[config.mk]
export PLATFORM = sky130hd
export DESIGN_NAME = charge_port_monitor_core
export DESIGN_NICKNAME = d
export VERILOG_FILES = /design/src/rtl/cpm_pkg.sv /design/src/rtl/charge_port_monitor_core.sv
export VERILOG_INCLUDE_DIRS = /design/src /design/src/rtl
export SDC_FILE = /design/constraint.sdc
export NUM_CORES = 1
export LEC_CHECK = 0
export CORE_MARGIN = 4
export CORE_UTILIZATION = 40
export DETAILED_ROUTE_END_ITERATION = 16
export DONT_BUFFER_PORTS = 1
export GPL_TIMING_DRIVEN = 0
export PLACE_DENSITY_LB_ADDON = 0.3
export SYNTH_ARGS = -nofsm -noshare
export SYNTH_HDL_FRONTEND = slang
export SYNTH_SLANG_ARGS = --single-unit
[constraint.sdc]
create_clock -name clk -period 11.45 [get_ports clk]
set_input_delay 1.145 -clock clk [delete_from_list [all_inputs] [get_ports clk]]
set_output_delay 1.145 -clock clk [all_outputs]
set_load 0.05 [all_outputs]
[src/rtl/assert_macros.svh]
// Assertion helpers for the charge port monitor.
// Both macros vanish when SYNTH is defined.
`ifndef ASSERT_MACROS_SVH
`define ASSERT_MACROS_SVH

`ifndef SYNTH

// Checked on every rising edge outside of reset.
`define CPM_ASSERT(lbl, clk, rst_n, prop, msg) \
	lbl: assert property (@(posedge clk) disable iff (!rst_n) prop) else $error(msg);

// Checked on every rising edge, reset included.
`define CPM_ASSERT_ALWAYS(lbl, clk, prop, msg) \
	lbl: assert property (@(posedge clk) prop) else $error(msg);

`else

`define CPM_ASSERT(lbl, clk, rst_n, prop, msg)
`define CPM_ASSERT_ALWAYS(lbl, clk, prop, msg)

`endif

`endif

[src/rtl/cpm_pkg.sv]
`timescale 1ns / 1ps

package cpm_pkg;

	// Number of charging ports and the width of an index into the port state.
	localparam int PORTS = 3;
	localparam int PortIdxW = (PORTS > 1) ? $clog2(PORTS) : 1;

	// Field widths.
	localparam int AdcW = 12;
	localparam int CurW = 12;
	localparam int CutTimeW = 16;
	localparam int MaskW = 3;
	localparam int LowW = 16;
	localparam int AccW = 32;
	localparam int MahW = 21;
	localparam int BlinkW = 8;

	// Charge is reported in mAh: accumulated mA-seconds over 3600.
	localparam int SecPerHour = 3600;
	localparam logic [12:0] SEC_PER_HOUR = 13'(SecPerHour);

	// Reciprocal of 100 for narrow currents: x / 100 == (x * 5243) >> 19.
	localparam int Div100Mul = 5243;
	localparam int Div100Shift = 19;

	// Largest current a sample can produce.
	localparam logic [CurW-1:0] MAX_CURRENT = 12'd3327;

	// Configuration reset values.
	localparam logic [CurW-1:0] THRESH_RST = 12'd50;
	localparam logic [CutTimeW-1:0] LOW_LIMIT_RST = 16'd10;
	localparam logic [MaskW-1:0] AUTOOFF_RST = 3'd7;
	localparam logic [MaskW-1:0] LED_MASK_RST = 3'd7;

	// Event kinds.
	typedef enum logic [1:0] {
		OP_SAMPLE = 2'd0,
		OP_SECOND = 2'd1,
		OP_BLINK  = 2'd2,
		OP_START  = 2'd3
	} op_t;

	// Register map, word index.
	typedef enum logic [1:0] {
		REG_THRESH    = 2'd0,
		REG_LOW_LIMIT = 2'd1,
		REG_AUTOOFF   = 2'd2,
		REG_LED_MASK  = 2'd3
	} reg_idx_t;

	// One status result.
	typedef struct packed {
		logic [31:0]     charge_seconds;
		logic [MahW-1:0] charge_mah;
		logic [CurW-1:0] current_ma;
		logic            led_on;
		logic            output_on;
		logic [1:0]      port_out;
	} result_t;

endpackage

[src/rtl/charge_port_monitor_core.sv]
`timescale 1ns / 1ps
`include "assert_macros.svh"

// Charge port monitor. Each input beat is one event (sample, one-second tick, blink tick
// or start) for one port, and each produces exactly one status beat for that port, taken
// after the event's update. The block takes one beat per clock cycle unless the status
// receiver stalls: the addressed port's state is read, updated and written back in the
// same cycle that the event moves from the input register to the result register, so
// back-to-back events to the same port need no stall. Charge in mAh is kept as a
// running quotient and remainder of 3600 next to the raw accumulator, so no divider is
// needed. There is no clearing pass: all port state is cleared by reset.
module charge_port_monitor_core (
	input  logic        clk,
	input  logic        arst_n,
	// Input events.
	input  logic        s_axis_tvalid,
	output logic        s_axis_tready,
	// [1:0] port_index, [13:2] adc_sample, [15:14] zero
	input  logic [15:0] s_axis_tdata,
	// [1:0] opcode
	input  logic [1:0]  s_axis_tuser,
	// Status results.
	output logic        m_axis_tvalid,
	input  logic        m_axis_tready,
	// [1:0] port_out, [2] output_on, [3] led_on, [15:4] current_ma,
	// [36:16] charge_mah, [68:37] charge_seconds, [71:69] zero
	output logic [71:0] m_axis_tdata,
	// Configuration.
	input  logic        psel,
	input  logic        penable,
	input  logic        pwrite,
	input  logic [3:0]  paddr,
	input  logic [31:0] pwdata,
	output logic [31:0] prdata,
	output logic        pready
);

	import cpm_pkg::*;

	// ------------------------------------------------------------------
	// Configuration registers.
	// ------------------------------------------------------------------
	logic [CurW-1:0]     thresh_ma_q;
	logic [CutTimeW-1:0] low_limit_q;
	logic [MaskW-1:0]    autooff_q;
	logic [MaskW-1:0]    led_mask_q;
	reg_idx_t            reg_idx;
	logic                cfg_wr;

	assign pready  = 1'b1;
	assign reg_idx = reg_idx_t'(paddr[3:2]);
	assign cfg_wr  = psel && penable && pwrite && pready;

	always_ff @(posedge clk or negedge arst_n) begin
		if (!arst_n) begin
			thresh_ma_q <= THRESH_RST;
			low_limit_q <= LOW_LIMIT_RST;
			autooff_q   <= AUTOOFF_RST;
			led_mask_q  <= LED_MASK_RST;
		end else if (cfg_wr) begin
			unique case (reg_idx)
				REG_THRESH:    thresh_ma_q <= pwdata[CurW-1:0];
				REG_LOW_LIMIT: low_limit_q <= pwdata[CutTimeW-1:0];
				REG_AUTOOFF:   autooff_q   <= pwdata[MaskW-1:0];
				REG_LED_MASK:  led_mask_q  <= pwdata[MaskW-1:0];
			endcase
		end
	end

	// Register read back.
	always_comb begin
		unique case (reg_idx)
			REG_THRESH:    prdata = 32'(thresh_ma_q);
			REG_LOW_LIMIT: prdata = 32'(low_limit_q);
			REG_AUTOOFF:   prdata = 32'(autooff_q);
			REG_LED_MASK:  prdata = 32'(led_mask_q);
		endcase
	end

	// ------------------------------------------------------------------
	// Input stage.
	// ------------------------------------------------------------------
	logic            valid_s1;
	op_t             op_s1;
	logic [1:0]      port_s1;
	logic [AdcW-1:0] adc_s1;
	logic            advance;
	logic            valid_s2;
	result_t         res_s2;

	// The input stage moves on whenever the result register is free or being emptied.
	assign advance       = !valid_s2 || m_axis_tready;
	assign s_axis_tready = !valid_s1 || advance;

	always_ff @(posedge clk or negedge arst_n) begin
		if (!arst_n) begin
			valid_s1 <= 1'b0;
		end else if (s_axis_tready) begin
			valid_s1 <= s_axis_tvalid;
		end
	end

	always_ff @(posedge clk or negedge arst_n) begin
		if (!arst_n) begin
			op_s1   <= OP_SAMPLE;
			port_s1 <= '0;
			adc_s1  <= '0;
		end else if (s_axis_tvalid && s_axis_tready) begin
			op_s1   <= op_t'(s_axis_tuser[1:0]);
			port_s1 <= s_axis_tdata[1:0];
			adc_s1  <= s_axis_tdata[13:2];
		end
	end

	// ------------------------------------------------------------------
	// Per-port state.
	// ------------------------------------------------------------------
	logic [CurW-1:0]   cur_q     [PORTS];
	logic [LowW-1:0]   low_q     [PORTS];
	logic              en_q      [PORTS];
	logic [AccW-1:0]   acc_q     [PORTS];
	logic [MahW-1:0]   mah_q     [PORTS];
	logic [11:0]       rem_q     [PORTS];
	logic [31:0]       secs_q    [PORTS];
	logic [BlinkW-1:0] blink_q   [PORTS];
	logic [BlinkW-1:0] pause_q   [PORTS];
	logic              led_q     [PORTS];

	logic [PortIdxW-1:0] idx;
	logic                port_ok;
	logic                upd;
	logic [3:0]          auto_ext;
	logic [3:0]          led_ext;

	assign idx      = PortIdxW'(port_s1);
	assign port_ok  = 32'(port_s1) < PORTS;
	assign upd      = valid_s1 && advance && port_ok;
	// Mask bits beyond the register width read as zero.
	assign auto_ext = 4'(autooff_q);
	assign led_ext  = 4'(led_mask_q);

	// Current state of the addressed port and its next value.
	logic [CurW-1:0]   cur_n;
	logic [LowW-1:0]   low_n;
	logic              en_n;
	logic [AccW-1:0]   acc_n;
	logic [MahW-1:0]   mah_n;
	logic [11:0]       rem_n;
	logic [31:0]       secs_n;
	logic [BlinkW-1:0] blink_n;
	logic [BlinkW-1:0] pause_n;
	logic              led_n;

	logic [15:0]        scaled;
	logic [AccW:0]      acc_sum;
	logic [12:0]        rem_sum;
	logic [24:0]        cur_x100;
	logic [6:0]         cur_hundreds;
	logic [BlinkW-1:0]  blink_inc;
	logic [BlinkW-1:0]  pause_inc;

	// Arithmetic helpers that do not depend on the opcode.
	always_comb begin
		scaled       = 16'(adc_s1) * 16'd13;
		acc_sum      = {1'b0, acc_q[idx]} + (AccW+1)'(cur_q[idx]);
		rem_sum      = 13'(rem_q[idx]) + 13'(cur_q[idx]);
		cur_x100     = 25'(cur_q[idx]) * 25'(Div100Mul);
		cur_hundreds = 7'(cur_x100[24:Div100Shift]);
		blink_inc    = blink_q[idx] + 1'b1;
		pause_inc    = pause_q[idx] + 1'b1;
	end

	// Event update of the addressed port.
	always_comb begin
		cur_n   = cur_q[idx];
		low_n   = low_q[idx];
		en_n    = en_q[idx];
		acc_n   = acc_q[idx];
		mah_n   = mah_q[idx];
		rem_n   = rem_q[idx];
		secs_n  = secs_q[idx];
		blink_n = blink_q[idx];
		pause_n = pause_q[idx];
		led_n   = led_q[idx];
		unique case (op_s1)
			OP_SAMPLE: begin
				cur_n = scaled[15:4];
				if (auto_ext[port_s1]) begin
					if (cur_n < thresh_ma_q) begin
						if (low_n != '1) begin
							low_n = low_n + 1'b1;
						end
						if (low_n > low_limit_q) begin
							en_n = 1'b0;
						end
					end else begin
						low_n = '0;
					end
				end
			end
			OP_SECOND: begin
				if (cur_q[idx] > thresh_ma_q) begin
					acc_n  = acc_sum[AccW-1:0];
					secs_n = secs_q[idx] + 1'b1;
					// On wrap the new total is below one hour's worth of a single step.
					if (acc_sum[AccW]) begin
						mah_n = '0;
						rem_n = acc_sum[11:0];
					end else if (rem_sum >= SEC_PER_HOUR) begin
						mah_n = mah_q[idx] + 1'b1;
						rem_n = 12'(rem_sum - SEC_PER_HOUR);
					end else begin
						rem_n = rem_sum[11:0];
					end
				end
			end
			OP_BLINK: begin
				if (led_ext[port_s1]) begin
					blink_n = blink_inc;
					if (blink_inc[0]) begin
						led_n = 1'b0;
					end else if ({1'b0, blink_inc[BlinkW-1:1]} <= cur_hundreds) begin
						led_n   = 1'b1;
						pause_n = '0;
					end else begin
						pause_n = pause_inc;
						led_n   = 1'b0;
						if (pause_inc >= 8'd2) begin
							blink_n = '0;
						end
					end
				end
			end
			OP_START: begin
				en_n  = 1'b1;
				low_n = '0;
			end
		endcase
	end

	// Write back the addressed port.
	always_ff @(posedge clk or negedge arst_n) begin
		if (!arst_n) begin
			for (int p = 0; p < PORTS; p++) begin
				cur_q[p]   <= '0;
				low_q[p]   <= '0;
				en_q[p]    <= 1'b0;
				acc_q[p]   <= '0;
				mah_q[p]   <= '0;
				rem_q[p]   <= '0;
				secs_q[p]  <= '0;
				blink_q[p] <= '0;
				pause_q[p] <= '0;
				led_q[p]   <= 1'b0;
			end
		end else if (upd) begin
			cur_q[idx]   <= cur_n;
			low_q[idx]   <= low_n;
			en_q[idx]    <= en_n;
			acc_q[idx]   <= acc_n;
			mah_q[idx]   <= mah_n;
			rem_q[idx]   <= rem_n;
			secs_q[idx]  <= secs_n;
			blink_q[idx] <= blink_n;
			pause_q[idx] <= pause_n;
			led_q[idx]   <= led_n;
		end
	end

	// ------------------------------------------------------------------
	// Result register.
	// ------------------------------------------------------------------
	result_t res_n;

	// A port beyond the last one reports only its index.
	always_comb begin
		res_n          = '0;
		res_n.port_out = port_s1;
		if (port_ok) begin
			res_n.output_on      = en_n;
			res_n.led_on         = led_n;
			res_n.current_ma     = cur_n;
			res_n.charge_mah     = mah_n;
			res_n.charge_seconds = secs_n;
		end
	end

	always_ff @(posedge clk or negedge arst_n) begin
		if (!arst_n) begin
			valid_s2 <= 1'b0;
		end else if (advance) begin
			valid_s2 <= valid_s1;
		end
	end

	always_ff @(posedge clk) begin
		if (advance && valid_s1) begin
			res_s2 <= res_n;
		end
	end

	assign m_axis_tvalid = valid_s2;
	assign m_axis_tdata  = 72'(res_s2);

	// ------------------------------------------------------------------
	// Assertions.
	// ------------------------------------------------------------------
	`CPM_ASSERT(a_rem_below_hour, clk, arst_n,
		(valid_s1 && port_ok) |-> (rem_q[idx] < SEC_PER_HOUR),
		"charge remainder reached one hour")
	`CPM_ASSERT(a_result_follows, clk, arst_n,
		(valid_s1 && advance) |=> (valid_s2 && res_s2.port_out == $past(port_s1)),
		"result does not follow its input beat")
	`CPM_ASSERT(a_bad_port_zero, clk, arst_n,
		(valid_s2 && 32'(res_s2.port_out) >= PORTS) |-> (res_s2.output_on == 1'b0
		&& res_s2.led_on == 1'b0 && res_s2.current_ma == '0
		&& res_s2.charge_mah == '0 && res_s2.charge_seconds == '0),
		"unknown port reports state")
	`CPM_ASSERT(a_current_range, clk, arst_n,
		valid_s2 |-> (res_s2.current_ma <= MAX_CURRENT),
		"current above sample range")

endmodule

# Yosys cells after proc, flatten, opt, wreduce, memory -nomap -nowiden

Cells that the tools add are included.

Flip-flop bits (word level): 550
Input bits: 61
Output and inout port bits: 107
Logic and storage cells: 183

Add/subtract/negate cells: 8
Multiply operators: 2
Magnitude comparators: 10
Equality and inequality tests: 7
Multiplexer cells: 94
Bitwise operators: 1
Reductions and logical operators: 16

Operators with widths:

| cell                                                 | count |
|---|---|
| two-way mux 32 bit                                   | 9 |
| bitwise mux 96 bit                                   | 2 |
| two-way mux 21 bit                                   | 7 |
| two-way mux 16 bit                                   | 9 |
| binary-select mux 32 bit (select 2 bit)              | 2 |
| one-hot mux 32 bit (4 select lines)                  | 1 |
| two-way mux 12 bit                                   | 10 |
| two-way mux 8 bit                                    | 14 |
| bitwise mux 36 bit                                   | 2 |
| demux 32 bit (select 2 bit)                          | 1 |
| bitwise mux 63 bit                                   | 1 |
| binary-select mux 12 bit (select 2 bit)              | 2 |
| bitwise mux 24 bit                                   | 2 |
| bitwise mux 48 bit                                   | 1 |
| binary-select mux 21 bit (select 2 bit)              | 1 |
| demux 21 bit (select 2 bit)                          | 1 |
| adder 32 x 12 -> 33 bit                              | 1 |
| adder 32 x 1 -> 32 bit (second input constant)       | 1 |
| binary-select mux 16 bit (select 2 bit)              | 1 |
| binary-select mux 8 bit (select 2 bit)               | 2 |
| demux 16 bit (select 2 bit)                          | 1 |
| one-hot mux 16 bit (2 select lines)                  | 1 |
| multiplier 12 x 13 -> 25 bit (second input constant) | 1 |
| demux 12 bit (select 2 bit)                          | 1 |
| 31 further kinds                                     | 64 |

# Logic depth before layout (Yosys ltp)

Gate-level depths: netlist (run 1).

Depth in word-level cells: 15
Depth in mapped cells: 41
Depth with buffers taken out: 33

# Worst setup path before layout (run 1)

OpenSTA, ideal clock, no wires.

Path kind: reg2reg
Start point: register port_s1[1] (netlist: idx[1])
End point: register blink_q[10] (netlist bit)
Setup time: 0.077 ns
Arrival: 8.443 ns
Required time: 11.373 ns
Slack: 2.931 ns
Stages on the path, launching flop included: 38
Path buffers: 8
Clock period less this slack: 8.519 ns
Path through: dfrtp_1 > buf_6 > buf_12 > buf_12 > buf_12 > buf_12 > buf_12 > buf_2 > buf_2 > mux2i_1 > o21ai_0 > fa_1 > xor2_1 > ha_1 > a21oi_1 > fa_1 > inv_1 > fa_1 > [2 not listed] > inv_1 > ha_1 > a21o_1 > a21o_1 > a21oi_1 > nand2_1 > a211oi_1 > o31ai_1 > o21a_1 > or2_2 > ha_1 > a21o_1 > a211oi_1 > o22ai_4 > o311ai_4 > a21oi_1 > mux2_2 > o21ai_1

Cells in the longest elaborated chain, start to end: 12
Elaborated cells between the ends (all ways): 30
Those cells by class: 2 x add/sub; 1 x mul; 5 x order compare; 19 x mux; 1 x bitwise; 2 x reduce/logical

RTL lines:

| item                                                                  | RTL line                        | RTL |
|---|---|---|
| start, declared                                                       | charge_port_monitor_core.sv:85  | `logic [1:0] port_s1;` |
| start signal, assigned                                                | charge_port_monitor_core.sv:110 | `port_s1 <= s_axis_tdata[1:0];` |
| branches (longest 12 deep; another with multiplier 12 x 13 -> 25 bit) | --                              |  |
| end signal, assigned by index                                         | charge_port_monitor_core.sv:264 | `blink_q[idx] <= blink_n;` |
| end, declared                                                         | charge_port_monitor_core.sv:125 | `logic [BlinkW-1:0] blink_q [PORTS];` |

Several ways; the timed one is not identified. The select of a mux whose other input is x is not followed.
A chain may end at the register's enable or synchronous reset.

# Final worst setup path (run 1)

Start point: register port_s1[0] (netlist: idx[0])
End point: register blink_q[14] (netlist bit)

The elaborated chain is that of the path after synthesis.

==> results of run 1 <==
worst register-to-register path, delay by kind of cell (launching register included):
family	cells	cell delay [ns]
and+or+nand+nor	6	1.05
AOI/OAI and AO/OA	13	3.16
DFF	1	0.42
buffers and inverters	12	3.15
adders and majority gates	7	3.07
area by class of cell:
cell class / instances / area share
well taps: 1070 / 0.03651
clock inverters: 26 / 0.007438
diodes: 2 / 0.0001365
plain buffers: 208 / 0.03057
multi-input cells: 2501 / 0.4694
inverters: 211 / 0.02177
flip-flops and latches: 550 / 0.3851
clock buffers: 84 / 0.04695
repair buffers: 7 / 0.002081
cells by family after synthesis:
group / after synthesis
AND/OR/NAND/NOR: 1043
AO/OA/AOI/OAI: 798
flip-flops: 550
buffers and inverters: 421
multiplexers: 265
adder cells (fa/ha/maj): 244
XOR/XNOR: 131
other: 2
layer usage:
layer / up-vias / track usage
li1: 12129 / -
met1: 13023 / 0.3335
met2: 1020 / 0.3838
met3: 195 / 0.04538
met4: 0 / 0.09269
met5: - / 0
worst min path at each step:
stage | from | end | cells past startpoint
final | arst_n | adc_s1[9]$_DFFE_PN0P_ | 0
after global routing | arst_n | adc_s1[9]$_DFFE_PN0P_ | 0
after CTS | arst_n | adc_s1[9]$_DFFE_PN0P_ | 0
after detailed placement | secs_q[57]$_DFFE_PN0P_ | secs_q[57]$_DFFE_PN0P_ | 1
after global placement | secs_q[59]$_DFFE_PN0P_ | secs_q[59]$_DFFE_PN0P_ | 1
after floorplan | idx[0]$_DFFE_PN0P_ | m_axis_tdata[0]$_DFFE_PP_ | 0
stage by stage:
stage,std cells,power (mW)
3_3_place_gp,4542,5.599
3_5_place_dp,4545,5.651
6_report,4659,7.667
2_1_floorplan,3472,4.706
5_1_grt,4657,8.199
4_1_cts,4659,7.671
registers in the layout (all words and copies together), names as in the netlist, 2 cells and up:
| register | flops |
|---|---|
| adc_s1 | 12 |
| cur_q | 36 |
| en_q | 3 |
| mah_q | 63 |
| led_q | 3 |
| pause_q | 24 |
| low_limit_q | 16 |
| op_s1 | 2 |
| thresh_ma_q | 12 |
| secs_q | 96 |
| acc_q | 96 |
| m_axis_tdata | 69 |
| blink_q | 24 |
| low_q | 48 |
| led_mask_q | 3 |
| autooff_q | 3 |
| idx | 2 |
| rem_q | 36 |
power groups by stage:
stage          Combinational (mW)  Sequential (mW)  Clock, mW
2_1_floorplan                2.28             2.43          0
3_3_place_gp                 3.13             2.46          0
3_5_place_dp                 3.18             2.47          0
4_1_cts                      3.22             2.43       2.02
5_1_grt                      3.64             2.46       2.10
6_report                     3.24             2.43       2.00
synthesized netlist by cell type, types with 11 or more instances:
library cell / number
and3_1: 17
inv_1: 210
buf_1: 16
dfstp_2: 11
nor4_1: 17
nand4_1: 27
nor2b_1: 19
o31ai_1: 60
xor2_1: 53
nor3_1: 46
xnor2_1: 78
buf_4: 27
ha_1: 189
a21oi_1: 115
nor2_1: 192
buf_2: 44
mux2i_1: 177
nand2_1: 592
mux2_2: 85
clkbuf_1: 107
dfrtp_1: 470
o21ai_0: 353
o2111ai_1: 13
a21o_1: 34
a31oi_1: 12
and2_1: 20
o2bb2ai_1: 39
edfxtp_1: 69
a22oi_1: 12
nand2b_1: 14
nand3_1: 36
o21ai_1: 18
o21a_1: 20
a2bb2oi_1: 25
fa_1: 55
what timing repair did:
item	4_1_cts	5_1_grt
gates resized for setup	2	11
endpoints found under the setup margin	26	31
pin swaps	0	0
gates cloned	0	0
setup buffers	4	0
hold buffers	0	0
==> impl_metrics.toml, run 1 <==
[status]
outcome = "finished with violations"
violations = "slew limit"

[power]
power_frac_comb = 0.422
clkPwrFrac = 0.260
internal_power_mw = 4.535
vdd_ir_drop_max_uv = 116.2
p_leak_nw = 16.95
p_sw_frac = 0.4085
power_frac_seq = 0.318
p_sw_mw = 3.132
power_density_mw_per_mm2 = 209.1

[cts]
clockBufferDepth = 3
ctsHtreeMaxLevel = 2
insertion_delay_ns = 0.66
cts_buffers = 58
cts_root_buffer = "clkbuf_16"
path_clk_slew_ns = 0.06
cts_tree = "done"
clkSinkCount = 550

[cells_and_area]
layout_common_cells = "nand2_1 (592), dfrtp_1 (470), o21ai_0 (349)"
regArea_sq_mm = 0.01412
fin_util = 0.4466
fin_area_sq_mm = 0.03667
layout_commonest_cell = "nand2_1"
fillers = 7884
multi_input_area_sq_mm = 0.01721
synthToLayoutAreaGrowth_pct = 10.58
drive_above_1_share = 0.09590
nNetsFinal = 3842

[setup_path]
slowest_delay_ns = 0.54
r2r_end = "blink_q[14]$_DFFE_PN0P_"
endpoint = "blink_q[14]$_DFFE_PN0P_"
cp.arrival_ns = 11.45
path_delay_family = "compound AO/OA/AOI/OAI gates"
cp_num_buf_inv = 12
worstSetupStartpoint = "idx[0]$_DFFE_PN0P_"
startpoint_type = "flip-flop"
rr_startpoint = "idx[0]$_DFFE_PN0P_"
worst-path-max-fanout = 10
path_class = "flip-flop to flip-flop"
critPathCaptureType = "flip-flop"
slowest_stage = "fa_1"
crit_cells = 38
worstRegToRegCells = 38
ff2ff_setup_slack_ns = 0.50
crit_required_ns = 11.95

[global_routing]
grt_pass1_wl_mm = 160.9
grt_max_degree = 482
antenna_found_initial = 1
overflow = 0
track_usage = 0.2429
grt_pass1_vias = 25337

[logic_synthesis]
ys_warn_count = 0
ys.flop_type = "dfrtp_1"
syn_area_per_cell_sq_um = 9.601
synth_top_family_by_area = "compound AO/OA/AOI/OAI gates"
synth_area_leader_cell = "dfrtp_1"
postSynthCellCount = 3454
async_flop_share = 0.8745
yosys.area_share.simple = 0.1400
synth.top_cell.area_share = 0.3547
synth_edf_count = 69
syn_area_sq_mm = 0.03316
synth-adder-area-share = 0.1045
synth_seq_cells = 550
synth.area.mux_share = 0.08433
ys_types = 100
synthXorXnorAreaFrac = 0.03460
ys_top_cells_by_area = "dfrtp_1 (35%), ha_1 (7.1%), nand2_1 (6.7%)"
yosysSeqAreaShare = 0.4259
synth_compound_area_frac = 0.1529

[place]
routabilityCongestion = 0.9259
hpwlAfterDp_mm = 76.44
placed_area_sq_mm = 0.03462
port-buffer-count = 0
dp_slack_ns = -0.2520

[drt]
wl_met3_mm = 8.120
avgViaCountPerCell = 5.659
detail-route-antenna-nets = 0
wl_per_cell_microns = 22.93
met2RoutedLength_mm = 48.16
dr.pass1.iters = 7
drt-met1-wl_mm = 46.03
vias = 26367
drt_iter0_markers = 2599
top_layer = "met4"
drt-total-wl_mm = 106.8
route.detailed.drc = 0

[sta]
drv_slew = 406
rsz0062_at_grt = "false"
hold-worst-slack_ns = 0.2273
fmax_ghz = 0.09131
min_period_ns = 10.95
setup_viol = 0
fin_skew_ns = 0.04363
hold_viol_final = 0
finalCritPeriodShare = 0.9565
setup_tns_ns = 0
setup_slack_ns = 0.4982
worst_slew_pin_slew_ns = 2.199
max_slew_margin = -0.4663

[floorplan]
die-height_microns = 295.9
fp.dieW_microns = 295.9
coreArea_sq_mm = 0.08211
start_util = 0.4039
die_area_sq_mm = 0.08757
io-pin-count = 168
rows = 105

[run]
cap_violations = 0

[worst_hold_path]
hold_path_class = "input port to async pin"
No activity file was read; power rests on OpenSTA's default activity.
==> run 2: changes to the inputs <==
Settings changed: ABC_AREA from default to 1, SLEW_MARGIN from default to 20.
==> run 2 against run 1 <==
Net effect:
- power up 2.6%
- clock skew down 0.014 ns
- the flow still finishes with violations (slew limit)
- fmax up 11%
- largest power group unchanged
- clock power up 6%
- largest cell class unchanged
- critical endpoint is now led_q[0]$_DFFE_PN0P_
- critical path depth up 3
==> impl_metrics.toml, run 2 <==
[floorplan]
die-height_microns = 300.1
start_util = 0.4059
fp.dieW_microns = 300.1
rows = 106
io-pin-count = 168
die_area_sq_mm = 0.09006
coreArea_sq_mm = 0.08409

[cts]
clkSinkCount = 550
path_clk_slew_ns = 0.06
postCtsSetupRepairBufs = 0
cts.repair.resized = 0
ctsHtreeMaxLevel = 3
cts_buffers = 66
clockBufferDepth = 3
insertion_delay_ns = 0.63
cts_root_buffer = "clkbuf_16"
cts_tree = "done"
cts_hold_buf = 0

[sta]
fin_skew_ns = 0.02921
hold-worst-slack_ns = 0.2596
worst_slew_pin_slew_ns = 2.140
setup_viol = 0
hold_viol_final = 0
setup_slack_ns = 1.541
max_slew_margin = -0.4268
min_period_ns = 9.909
drv_slew = 287
fmax_ghz = 0.1009
rsz0062_at_grt = "false"
setup_tns_ns = 0
finalCritPeriodShare = 0.8654

[logic_synthesis]
postSynthCellCount = 4351
ys_types = 73
synth_area_leader_cell = "dfrtp_1"
synth_most_common_cell = "nand2_1"
synth_edf_count = 69
synth_seq_cells = 550
ys_top_cells_by_area = "dfrtp_1 (34%), nand2_1 (18%), ha_1 (6.9%)"
syn_area_per_cell_sq_um = 7.844
yosysSeqAreaShare = 0.4138
ys_warn_count = 0
yosys-top-cells-count = "nand2_1 (1599), dfrtp_1 (470), inv_1 (470)"
syn_area_sq_mm = 0.03413
async_flop_share = 0.8745
synth.top_cell.area_share = 0.3446
ys.flop_type = "dfrtp_1"

[global_routing]
grt_pass1_vias = 28864
grt_pass1_wl_mm = 173.9
overflow = 0
antenna_found_initial = 5
track_usage = 0.2505
grt_max_degree = 482

[cells_and_area]
synthToLayoutAreaGrowth_pct = 10.93
layout_commonest_cell = "nand2_1"
fillers = 8433
nNetsFinal = 4743
multi_input_area_sq_mm = 0.01720
drive_above_1_share = 0.08045
fin_util = 0.4503
regArea_sq_mm = 0.01412
layout_common_cells = "nand2_1 (1599), dfrtp_1 (470), inv_1 (469)"

[status]
outcome = "finished with violations"
violations = "slew limit"

[setup_path]
slowest_stage = "inv_1"
worstRegToRegCells = 41
slowest_delay_ns = 0.57
startpoint_type = "flip-flop"
path_class = "flip-flop to flip-flop"
crit_required_ns = 11.99
timing.critical_path.mode_cell = "nand2_1"
critPathCaptureType = "flip-flop"
worstSetupStartpoint = "idx[0]$_DFFE_PN0P_"
worst-path-max-fanout = 10
cp.arrival_ns = 10.45
rr_startpoint = "idx[0]$_DFFE_PN0P_"

[power]
power_frac_comb = 0.398
p_sw_mw = 3.327
p_total_mw = 7.869
internal_power_mw = 4.542
p_sw_frac = 0.4228
power_frac_seq = 0.331
clkPwrFrac = 0.271
power_density_mw_per_mm2 = 207.9
vdd_ir_drop_max_uv = 118.0
p_leak_nw = 19.74

[place]
dp_slack_ns = 1.640
routabilityCongestion = 0.9601
hpwlAfterDp_mm = 81.61
port-buffer-count = 0

[drt]
vias = 30120
avgViaCountPerCell = 5.357
detail-route-antenna-nets = 0
drt-total-wl_mm = 114.1
wl_per_cell_microns = 20.29
drt_iter0_markers = 3086
route.detailed.drc = 0
dr.pass1.iters = 7

[run]
cap_violations = 0

[worst_hold_path]
hold_path_class = "input port to async pin"
==> run 2: changes by cell type in the layout (fill, tap and decap cells not counted), moves of 55 or more <==
cell / change
o31ai_1: -58
nand2_1: +1007
inv_1: +263
nand3_1: +198
a22oi_1: +55
mux2i_1: -177
o21ai_0: -116
mux2_2: -81
==> run 2: worst paths after layout <==
path                                          end  slack [ns]
max                          led_q[0]$_DFFE_PN0P_        1.54
min                        pause_q[9]$_DFFE_PN0P_        0.26
max reg2reg                  led_q[0]$_DFFE_PN0P_        1.54
min reg2reg                  low_q[0]$_DFFE_PN0P_        0.48
max in group asynchronous    low_q[2]$_DFFE_PN0P_        9.52
min in group clk             low_q[0]$_DFFE_PN0P_        0.48
==> run 2: cell families after synthesis <==
group | Yosys count | synth area share
AND/OR/NAND/NOR | 2244 | 0.2783
other | 2 | 0.0002200
buffers and inverters | 681 | 0.08524
multiplexers | 4 | 0.001320
XOR/XNOR | 78 | 0.02134
adder cells (fa/ha/maj) | 244 | 0.1016
flip-flops | 550 | 0.4138
AO/OA/AOI/OAI | 548 | 0.09825
==> run 2: metrics by stage <==
step | cell area, sq um | cells
global route | 37860 | 5623
CTS | 37840 | 5621
global placement | 35620 | 5503
floorplan | 34200 | 4369
finish | 37860 | 5623
detailed placement | 35670 | 5504
==> run 2: power by group through the flow <==
stage	clock network (mW)	registers [mW]	logic [mW]
2_1_floorplan	0	2.59	2.21
3_3_place_gp	0	2.63	3.04
3_5_place_dp	0	2.63	3.10
4_1_cts	2.16	2.60	3.12
5_1_grt	2.25	2.63	3.55
6_report	2.13	2.60	3.13
==> run 2: worst max-delay path: cells and delay by family (launching register included) <==
kind	cells	cell delay, ns
DFF	1	0.49
and+or+nand+nor	14	1.52
buffers and inverters	10	2.90
adders and majority gates	7	2.99
AOI/OAI and AO/OA	10	1.90
==> run 2: metal layers <==
layer  track usage  up-vias  part of all wire
met5             0        -                 0
met4       0.08860        0             0.037
met3       0.05199      233             0.086
met2        0.4051     1241              0.46
met1        0.3348    14495              0.42
li1              -    14151                 -
==> run 2: layout make-up <==
| cell class | instances | share of cell area |
|---|---|---|
| clock buffer | 79 | 0.04623 |
| clock inverter | 38 | 0.01127 |
| tap | 1134 | 0.03748 |
| timing repair buffer | 1 | 0.0007271 |
| buffer | 196 | 0.02859 |
| multi-input combinational | 3138 | 0.4542 |
| inverter | 485 | 0.04832 |
| sequential | 550 | 0.3730 |
| antenna | 2 | 0.0001322 |
